File: src/pisd_pkg.sv
package pisd_pkg;

    localparam int HEADER_BYTES    = 32;
    localparam int PALETTE_ENTRIES = 16;

    localparam int POS_W       = 6;
    localparam int SIZE_W      = 32;
    localparam int CFG_SIZE_W  = 24;
    localparam int COUNT_W     = 8;
    localparam int PANEL_W     = 4;
    localparam int PAL_ADDR_W  = 4;

    localparam logic [CFG_SIZE_W-1:0] EXPECTED_SIZE_RESET = 24'd960000;

    // Header layout: size in bytes 0..3, colour count in byte 8, palette in 16..31.
    localparam logic [POS_W-1:0] SIZE_FIELD_END    = 6'd4;
    localparam logic [POS_W-1:0] COUNT_FIELD_POS   = 6'd8;
    localparam logic [POS_W-1:0] PALETTE_FIELD_POS = 6'd16;
    localparam logic [POS_W-1:0] HEADER_END        = 6'd32;

    localparam logic [COUNT_W-1:0] MIN_COLOURS = 8'd2;
    localparam logic [COUNT_W-1:0] MAX_COLOURS = 8'd6;

    localparam logic [7:0] COLOR_BLACK  = 8'h00;
    localparam logic [7:0] COLOR_WHITE  = 8'hFF;
    localparam logic [7:0] COLOR_YELLOW = 8'hFC;
    localparam logic [7:0] COLOR_RED    = 8'hE0;
    localparam logic [7:0] COLOR_BLUE   = 8'h03;
    localparam logic [7:0] COLOR_GREEN  = 8'h1C;

    typedef logic [PANEL_W-1:0]    panel_code_t;
    typedef logic [PAL_ADDR_W-1:0] pal_addr_t;

    localparam panel_code_t PANEL_BLACK  = 4'd0;
    localparam panel_code_t PANEL_WHITE  = 4'd1;
    localparam panel_code_t PANEL_YELLOW = 4'd2;
    localparam panel_code_t PANEL_RED    = 4'd3;
    localparam panel_code_t PANEL_BLUE   = 4'd5;
    localparam panel_code_t PANEL_GREEN  = 4'd6;

    typedef enum logic [1:0] {
        KIND_PIXEL     = 2'd0,
        KIND_ACCEPTED  = 2'd1,
        KIND_BAD_COUNT = 2'd2,
        KIND_BAD_SIZE  = 2'd3
    } kind_t;

    typedef struct packed {
        logic [7:0] data_byte;
        logic       file_start;
    } in_beat_t;

    typedef struct packed {
        logic [7:0] out_byte;
        kind_t      kind;
    } out_beat_t;

    typedef struct packed {
        logic        en;
        pal_addr_t   addr;
        panel_code_t code;
    } pal_wr_t;

    typedef struct packed {
        logic      en;
        pal_addr_t addr_hi;
        pal_addr_t addr_lo;
    } pal_rd_t;

    function automatic panel_code_t panel_code(input logic [7:0] color);
        panel_code_t code;
        case (color)
            COLOR_BLACK:  code = PANEL_BLACK;
            COLOR_WHITE:  code = PANEL_WHITE;
            COLOR_YELLOW: code = PANEL_YELLOW;
            COLOR_RED:    code = PANEL_RED;
            COLOR_BLUE:   code = PANEL_BLUE;
            COLOR_GREEN:  code = PANEL_GREEN;
            default:      code = PANEL_BLACK;
        endcase
        return code;
    endfunction

endpackage

File: src/pisd_palette.sv
module pisd_palette (
    input  logic                  aclk,
    input  pisd_pkg::pal_wr_t     wr,
    input  pisd_pkg::pal_rd_t     rd,
    output pisd_pkg::panel_code_t code_hi,
    output pisd_pkg::panel_code_t code_lo
);
    import pisd_pkg::*;

    panel_code_t mem [PALETTE_ENTRIES];
    panel_code_t code_hi_reg;
    panel_code_t code_lo_reg;

    always_ff @(posedge aclk) begin
        if (wr.en) begin
            mem[wr.addr] <= wr.code;
        end
    end

    // Both pixel nibbles are looked up in the same cycle.
    always_ff @(posedge aclk) begin
        if (rd.en) begin
            code_hi_reg <= mem[rd.addr_hi];
            code_lo_reg <= mem[rd.addr_lo];
        end
    end

    assign code_hi = code_hi_reg;
    assign code_lo = code_lo_reg;

endmodule

File: src/palette_image_stream_decoder.sv
// Palette image stream decoder.
// The input channel (s_valid/s_ready/s_data) carries one file byte per beat;
// file_start marks the first header byte of a new file. The first 32 bytes
// form the header: file size, colour count and a 16-entry palette, each
// palette color being mapped to a panel code as it arrives. The last header
// byte produces one status beat (accepted, bad colour count or bad size).
// After an accepted header, every byte yields one output beat holding two
// panel codes, high nibble for the first pixel. After a rejected header,
// bytes yield nothing until the next file start.
// A result beat appears on m_valid/m_data in the cycle after its byte is taken;
// the result register, loaded together with the registered palette reads, is
// the only stage. One byte is taken per cycle unless a stalled result beat,
// held until taken, drops s_ready. expected_size is written through
// cfg_wr_en/cfg_wr_data; the user must write it only while idle, which the
// block does not enforce. Reset clears the header position and blocks pixel
// output; the palette holds nothing meaningful until a header fills it.
module palette_image_stream_decoder (
    input  logic                aclk,
    input  logic                aresetn,
    input  logic                cfg_wr_en,
    input  logic [23:0]         cfg_wr_data,
    input  logic                s_valid,
    output logic                s_ready,
    input  pisd_pkg::in_beat_t  s_data,
    output logic                m_valid,
    input  logic                m_ready,
    output pisd_pkg::out_beat_t m_data
);
    import pisd_pkg::*;

    logic [CFG_SIZE_W-1:0] expected_size_reg;
    logic [POS_W-1:0]      pos_reg, pos_next;
    logic [SIZE_W-1:0]     size_acc_reg, size_acc_next;
    logic [COUNT_W-1:0]    count_reg, count_next;
    logic                  allowed_reg, allowed_next;
    logic                  m_valid_reg, m_valid_next;
    kind_t                 kind_reg, kind_next;

    logic             s_fire;
    logic [POS_W-1:0] pos_eff;
    logic             allowed_eff;
    logic             in_header;
    logic             header_done;
    logic [7:0]       b;
    pal_wr_t          pal_wr;
    pal_rd_t          pal_rd;
    panel_code_t      code_hi;
    panel_code_t      code_lo;

    assign s_ready = !m_valid_reg || m_ready;
    assign s_fire  = s_valid && s_ready;
    assign b       = s_data.data_byte;

    // A file start restarts the header on this very byte.
    assign pos_eff     = s_data.file_start ? '0 : pos_reg;
    assign allowed_eff = s_data.file_start ? 1'b0 : allowed_reg;
    assign in_header   = pos_eff < HEADER_END;
    assign header_done = in_header && ((pos_eff + 6'd1) == HEADER_END);

    always_comb begin
        pos_next      = pos_reg;
        size_acc_next = size_acc_reg;
        count_next    = count_reg;
        allowed_next  = allowed_reg;
        kind_next     = kind_reg;
        m_valid_next  = m_valid_reg && !m_ready;
        if (s_fire) begin
            allowed_next = allowed_eff;
            m_valid_next = 1'b0;
            if (in_header) begin
                pos_next = pos_eff + 6'd1;
                if (pos_eff < SIZE_FIELD_END) begin
                    case (pos_eff[1:0])
                        2'd0:    size_acc_next = {24'd0, b};
                        2'd1:    size_acc_next = size_acc_reg | {16'd0, b, 8'd0};
                        2'd2:    size_acc_next = size_acc_reg | {8'd0, b, 16'd0};
                        default: size_acc_next = size_acc_reg | {b, 24'd0};
                    endcase
                end
                if (pos_eff == COUNT_FIELD_POS) begin
                    count_next = b;
                end
                if (header_done) begin
                    m_valid_next = 1'b1;
                    if (count_reg < MIN_COLOURS || count_reg > MAX_COLOURS) begin
                        kind_next = KIND_BAD_COUNT;
                    end else if (size_acc_reg != {8'd0, expected_size_reg}) begin
                        kind_next = KIND_BAD_SIZE;
                    end else begin
                        kind_next    = KIND_ACCEPTED;
                        allowed_next = 1'b1;
                    end
                end
            end else if (allowed_eff) begin
                m_valid_next = 1'b1;
                kind_next    = KIND_PIXEL;
            end
        end
    end

    always_comb begin
        pal_wr.en      = s_fire && in_header && (pos_eff[5:4] == PALETTE_FIELD_POS[5:4]);
        pal_wr.addr    = pos_eff[PAL_ADDR_W-1:0];
        pal_wr.code    = panel_code(b);
        pal_rd.en      = s_fire && !in_header && allowed_eff;
        pal_rd.addr_hi = b[7:4];
        pal_rd.addr_lo = b[3:0];
    end

    pisd_palette u_palette (
        .aclk    (aclk),
        .wr      (pal_wr),
        .rd      (pal_rd),
        .code_hi (code_hi),
        .code_lo (code_lo)
    );

    always_ff @(posedge aclk) begin
        if (!aresetn) begin
            expected_size_reg <= EXPECTED_SIZE_RESET;
            pos_reg           <= '0;
            size_acc_reg      <= '0;
            count_reg         <= '0;
            allowed_reg       <= 1'b0;
            m_valid_reg       <= 1'b0;
            kind_reg          <= KIND_PIXEL;
        end else begin
            if (cfg_wr_en) begin
                expected_size_reg <= cfg_wr_data;
            end
            pos_reg      <= pos_next;
            size_acc_reg <= size_acc_next;
            count_reg    <= count_next;
            allowed_reg  <= allowed_next;
            m_valid_reg  <= m_valid_next;
            kind_reg     <= kind_next;
        end
    end

    assign m_valid = m_valid_reg;

    always_comb begin
        m_data.kind     = kind_reg;
        m_data.out_byte = (kind_reg == KIND_PIXEL) ? {code_hi, code_lo} : 8'd0;
    end

    // The header position stops at the end of the header.
    a_pos_bounded: assert property (@(posedge aclk) disable iff (!aresetn)
        pos_reg <= HEADER_END)
        else $error("header position ran past the header");

    // A file start always makes the byte header byte zero.
    a_file_start_restarts: assert property (@(posedge aclk) disable iff (!aresetn)
        (s_fire && s_data.file_start) |=> (pos_reg == 6'd1) && !allowed_reg)
        else $error("file start did not restart the header");

    // Past the header with pixels blocked, a byte gives no result.
    a_blocked_silent: assert property (@(posedge aclk) disable iff (!aresetn)
        (s_fire && !s_data.file_start && pos_reg == HEADER_END && !allowed_reg)
        |=> !m_valid_reg)
        else $error("pixel beat produced after a rejected header");

    // An accepted header opens the pixel path.
    a_accept_opens: assert property (@(posedge aclk) disable iff (!aresetn)
        (s_fire && header_done && kind_next == KIND_ACCEPTED)
        |=> allowed_reg && m_valid_reg)
        else $error("accepted header did not enable pixels");

endmodule
File: config.mk
export PLATFORM = sky130hd
export DESIGN_NAME = palette_image_stream_decoder
export DESIGN_NICKNAME = d
export VERILOG_FILES = /design/src/pisd_pkg.sv /design/src/pisd_palette.sv /design/src/palette_image_stream_decoder.sv
export SDC_FILE = /design/constraint.sdc
export NUM_CORES = 1
export LEC_CHECK = 0
export BUFFER_PORTS_ARGS = -buffer_cell sky130_fd_sc_hd__buf_2
export CAP_MARGIN = 10
export CORE_ASPECT_RATIO = 2
export CORE_UTILIZATION = 30
export CTS_BUF_LIST = sky130_fd_sc_hd__clkbuf_8
export DETAILED_ROUTE_END_ITERATION = 10
export GPL_TIMING_DRIVEN = 0
export PLACE_DENSITY = 0.56
export REMOVE_ABC_BUFFERS = 1
export SYNTH_ARGS = -nofsm -noshare
export SYNTH_HDL_FRONTEND = slang
export SYNTH_SLANG_ARGS = --single-unit
File: constraint.sdc
create_clock -name aclk -period 3.4 [get_ports aclk]
set_input_delay 0.17 -clock aclk [delete_from_list [all_inputs] [get_ports aclk]]
set_output_delay 0.17 -clock aclk [all_outputs]
set_load 0.01 [all_outputs]
# After elaboration in Yosys (flattened, before gate mapping)
# Memories as Yosys holds them, arrays and structs flattened. A register that Yosys moved wholly into a read port is not among the register bits.
# Index checks and enable logic that the tools add are counted.
# totals
regBits	82
mem_bits_rw	48
inputBits	38
out_inout_bits	12
memories	1
# classes
addsub	1
magnitude_cmp	4
n_eq_ne	12
mux	20
bitwise_logic	3
n_reduce_logical	19
# mem_list
memory	words	word_bits	read_ports	rd_ports_with_merged_regs	write_ports	line	rtl
u_palette.mem	16	3	2	2	1	pisd_palette.sv:10	panel_code_t mem [PALETTE_ENTRIES];
# ops
op	n
case mux 32 bit (3 select lines)	1
inequality test 32 x 24 -> 1 bit	1
bitwise OR 32 x 16 -> 32 bit	1
bitwise OR 32 x 24 -> 32 bit	1
bitwise OR 32 bit	1
== test 8 bit (second input constant)	3
case mux 3 bit (5 select lines)	1
two-way mux 1 bit	11
two-way mux 2 bit	5
AND reduction 3 bit	3
== test 8 x 2 -> 1 bit (second input constant)	1
== test 8 x 5 -> 1 bit (second input constant)	1
greater-than comparator 8 x 3 -> 1 bit (second input constant)	1
< comparator 8 x 2 -> 1 bit (second input constant)	1
two-way mux 8 bit	1
logical AND 1 bit	7
adder 6 x 1 -> 6 bit (second input constant)	1
== test 6 x 4 -> 1 bit (second input constant)	1
== test 6 bit (second input constant)	1
< comparator 6 x 3 -> 1 bit (second input constant)	1
< comparator 6 bit (second input constant)	1
two-way mux 6 bit	1
== test 2 x 1 -> 1 bit (second input constant)	2
logical NOT 2 bit	2
other kinds (6)	9

# Logic depth before layout (Yosys ltp)
# logic_depth
depth_word	7
ltp_mapped	9

# Cells and area by module
# Synthesis repeated with hierarchy kept, for this count alone.
# unflattened
cells_unflattened	539
area_unflattened_um2	6690.2
# by_module_without_submodules
module	instances	cells_per_inst	area_each_um2	seq_area_each_um2
pisd_palette	1	173	3380.7	2162.1
palette_image_stream_decoder	1	366	3309.4	1481.4

# Worst setup path before layout
# Ideal clock, no wire load.
# synth_path
path_kind	input -> register
startpoint	in s_data[6] (netlist bit)
endpoint	mem u_palette.mem[0][1] (netlist bit), data pin
setup_time_ps	336
t_arrival_ps	1675
required_ps	3064
setup_slack_ps	1389
stages	5
n_path_buf	2
cell_sequence	buf_2 buf_1 and3_1 o21ai_0 a21boi_0
# synth_rtl
element	line	rtl
start: declaration	palette_image_stream_decoder.sv:24	input pisd_pkg::in_beat_t s_data,
end: declaration	pisd_palette.sv:10	

# Final worst setup path
# layout_path
startpoint	reg pos_reg[0]
endpoint	reg size_acc_reg[16]
# layout_via
elab_chain_len	3
# layout_rtl
element	line	rtl
start: declaration	palette_image_stream_decoder.sv:32	logic [POS_W-1:0] pos_reg, pos_next;
start signal: assignment	palette_image_stream_decoder.sv:131	pos_reg <= pos_next;
two-way mux 6 bit (*)	palette_image_stream_decoder.sv:55	assign pos_eff = s_data.file_start ? '0 : pos_reg;
< comparator 6 bit, or another cell as far along	palette_image_stream_decoder.sv:57	assign in_header = pos_eff < HEADER_END;
AND reduction 3 bit (no line) or case mux 32 bit (3 select lines) (tied branches)	-	
end signal: assignment	palette_image_stream_decoder.sv:132	size_acc_reg <= size_acc_next;
end: declaration	palette_image_stream_decoder.sv:33	logic [SIZE_W-1:0] size_acc_reg, size_acc_next;
# Every way passes the cells marked *; elsewhere a longest branch is shown, timed or not.
# A chain may end at the register's enable or synchronous reset.

==> results.yml <==
floorplanning:
  die_w_um: 101
  io_pins: 50
  start_util_pct: 30.9
  coreArea_um2: 18900
  fp.dieH_um: 199
  dieArea_um2: 20100
  rows: 71
power_and_ir_drop:
  p_per_area_nw_per_um2: 458
  swShare_pct: 25.0
  p_int_w: 0.00237
  comb_power_share_pct: 8.7
  max-vdd-ir-drop_v: 0.000229
  clkPwrFrac_pct: 38.9
  seqPwrFrac_pct: 52.4
  p_leak_nw: 2.72
  switching_power_w: 0.000790
drt:
  finalWirelength_um: 14600
  vias: 4014
  ant_nets: 0
  drtPass1Iterations: 4
  viasPerCell: 4.88
  drt-initial-drc-count: 166
  drc_errors: 0
  wl_per_cell_um: 17.7
layout:
  syn2layout_area_growth_pct: 17.9
  nFillCells: 1834
  final_util_pct: 36.5
  seq_area_um2: 3100
  fin_nets: 599
  diodes: 0
  post_route_cells_drive_above_1_share_pct: 21.1
  multi_input_area_um2: 2580
  largest_register_ff_count: 48
logic_synthesis:
  synth_area_um2: 5850
  netlist_instances: 491
  synth-seq-cells: 128
  ys_seq_area_share_pct: 53.0
  yosysWarningCount: 0
  ys_types: 49
  synth_area_per_cell_um2: 11.9
clocking:
  cts-htree-levels: 4
  cts_tree: "built"
  tritoncts.num_buffers: 17
  post_cts_resized: 0
  clockRootBuffer: "clkbuf_8"
  insertion_delay_ps: 440
  cts_sinks: 128
  cts_buffer_depth: 2
  cts.clk_slew.worst_paths_ps: 80
sta:
  tightest_slew_ps: 882
  period_needed_ps: 2450
  rsz0062_at_grt: "no"
  period_share_pct: 72.0
  finalHoldViolCount: 0
  finalMaxSlewViolations: 0
  fin_worst_skew_ps: 10.6
  max_freq_ghz: 0.409
  finalSetupViolCount: 0
  tns_ps: 0
  relSlewSlack_pct: 41.2
setup_path:
  worst_ep_arrival_time_ps: 2740
  cp-end-kind: "flop"
  cp_max_fo: 8
  worst_setup_path_start_kind: "flop"
  required_ps: 3700
  critical_path_class: "reg -> reg"
global_route:
  grt_overflow: 0
  grt_max_degree: 56
  grt_pass1_vias: 4212
  antenna_found_initial: 0
  grt_pass1_wl_um: 22400
  gr-usage-all-layers_pct: 15.5
flow_run:
  max-cap-violations: 0
placement:
  place_congestion: 0.811
  io_buffers: 47
  dp_hpwl_um: 10900
hold_path:
  hold_class: "in -> reg"
run_status:
  status: "completed"
cell usage in the layout, fill, tap and decap left out, types with 7 or more instances in the layout:
cell,synthesis,layout
clkbuf_8,0,19
a21boi_0,10,8
mux2i_1,33,33
and2_1,7,7
mux4_2,30,30
nand2_1,34,34
nor2b_1,33,33
dlygate4sd3_1,0,24
nand3_1,15,15
a21oi_1,24,24
edfxtp_1,54,54
xor2_1,20,20
buf_2,6,47
dfxtp_1,74,74
nor2_1,53,53
o21ai_0,8,7
nor4_1,7,7
cells by family after synthesis:
family / after synthesis / share of synthesized area [%]
simple gates: 173 / 14.8
flops: 128 / 53.0
mux: 63 / 17.2
compound gates: 60 / 7.12
buf+inv: 36 / 2.89
xor+xnor: 24 / 3.59
fa+ha+maj: 6 / 1.28
other cells: 1 / 0.0641
power groups by stage:
stage          logic, W  clock network, W  registers, W
4_1_cts        0.000279           0.00127       0.00166
6_report       0.000275           0.00123       0.00166
2_1_floorplan  0.000148                 0       0.00168
3_3_place_gp   0.000249                 0       0.00169
3_5_place_dp   0.000256                 0       0.00169
5_1_grt        0.000303           0.00132       0.00166
cell usage after synthesis, drive strengths merged:
master | n | area [µm²]
a21boi | 13 | 97.6
a21oi | 24 | 120
a22oi | 1 | 7.51
a2bb2oi | 1 | 8.76
a31o | 1 | 8.76
a31oi | 1 | 6.26
and2 | 7 | 43.8
and3 | 3 | 18.8
and3b | 1 | 8.76
and4b | 1 | 10.0
buf | 14 | 86.3
clkbuf | 16 | 60.1
conb | 1 | 3.75
dfxtp | 74 | 1480
edfxtp | 54 | 1620
ha | 6 | 75.1
inv | 6 | 22.5
mux2i | 33 | 330
mux4 | 30 | 676
nand2 | 34 | 128
nand2b | 3 | 18.8
nand3 | 15 | 75.1
nand3b | 1 | 7.51
nand4 | 5 | 31.3
nor2 | 54 | 205
nor2b | 33 | 206
nor3 | 4 | 20.0
nor3b | 1 | 12.5
nor4 | 7 | 43.8
nor4b | 1 | 8.76
o2111ai | 3 | 50.1
o211a | 2 | 20.0
o21a | 1 | 7.51
o21ai | 9 | 45.0
o21bai | 1 | 7.51
o31ai | 3 | 37.5
or3b | 2 | 17.5
or4 | 1 | 11.3
xnor2 | 4 | 35.0
xor2 | 20 | 175
what timing repair did:
action                     in CTS  in global routing
buffers inserted                0                  0
hold buffers                   24                  0
hold endpoints to repair       24                  0
setup endpoints to repair       0                  0
through the flow:
step | std cells | hold slack [ps] | power, W | setup WS [ps] | cell area (µm²)
2_1_floorplan | 462 | 232 | 0.00183 | 1380 | 5710
3_3_place_gp | 764 | 388 | 0.00194 | 535 | 6260
3_5_place_dp | 767 | 392 | 0.00195 | 915 | 6280
4_1_cts | 823 | 86.9 | 0.00321 | 922 | 6900
5_1_grt | 823 | 121 | 0.00329 | 648 | 6900
6_report | 823 | 114 | 0.00316 | 953 | 6900
cell type report:
type | instances | area share [%]
flip-flops and latches | 128 | 45.0
clock inverters | 13 | 1.61
well taps | 255 | 4.63
multi-input cells | 328 | 37.4
clock buffers | 19 | 3.79
inverters | 6 | 0.327
repair buffers | 74 | 7.22
critical path, stage by stage (launching register included):
cell     delay [ps]
dfxtp_1         370
nor2b_1         530
inv_1           180
ha_1            260
nor2b_1         140
o31ai_2         680
nor2_1          130
per-layer routing:
metal / global-route usage, % / wire length, µm / vias up
li1: - / - / 1902
met1: 12.5 / 4470 / 1967
met2: 31.4 / 8760 / 111
met3: 3.29 / 544 / 34
met4: 11.3 / 802 / 0
met5: 0 / 0 / -
worst paths after layout:
| path | depth (start not counted) | start | slack [ps] | to |
|---|---|---|---|---|
| worst max-delay path | 6 | pos_reg[0]$_SDFFE_PN0P_ | 950 | size_acc_reg[16]$_SDFFE_PN0P_ |
| worst min-delay path | 3 | s_data[4] | 110 | size_acc_reg[3]$_SDFFE_PN0P_ |
| worst min register to register | 2 | size_acc_reg[4]$_SDFFE_PN0P_ | 470 | size_acc_reg[4]$_SDFFE_PN0P_ |
| worst max register to register | 6 | pos_reg[0]$_SDFFE_PN0P_ | 950 | size_acc_reg[16]$_SDFFE_PN0P_ |
Note: power is estimated with default switching activity, not from simulation.
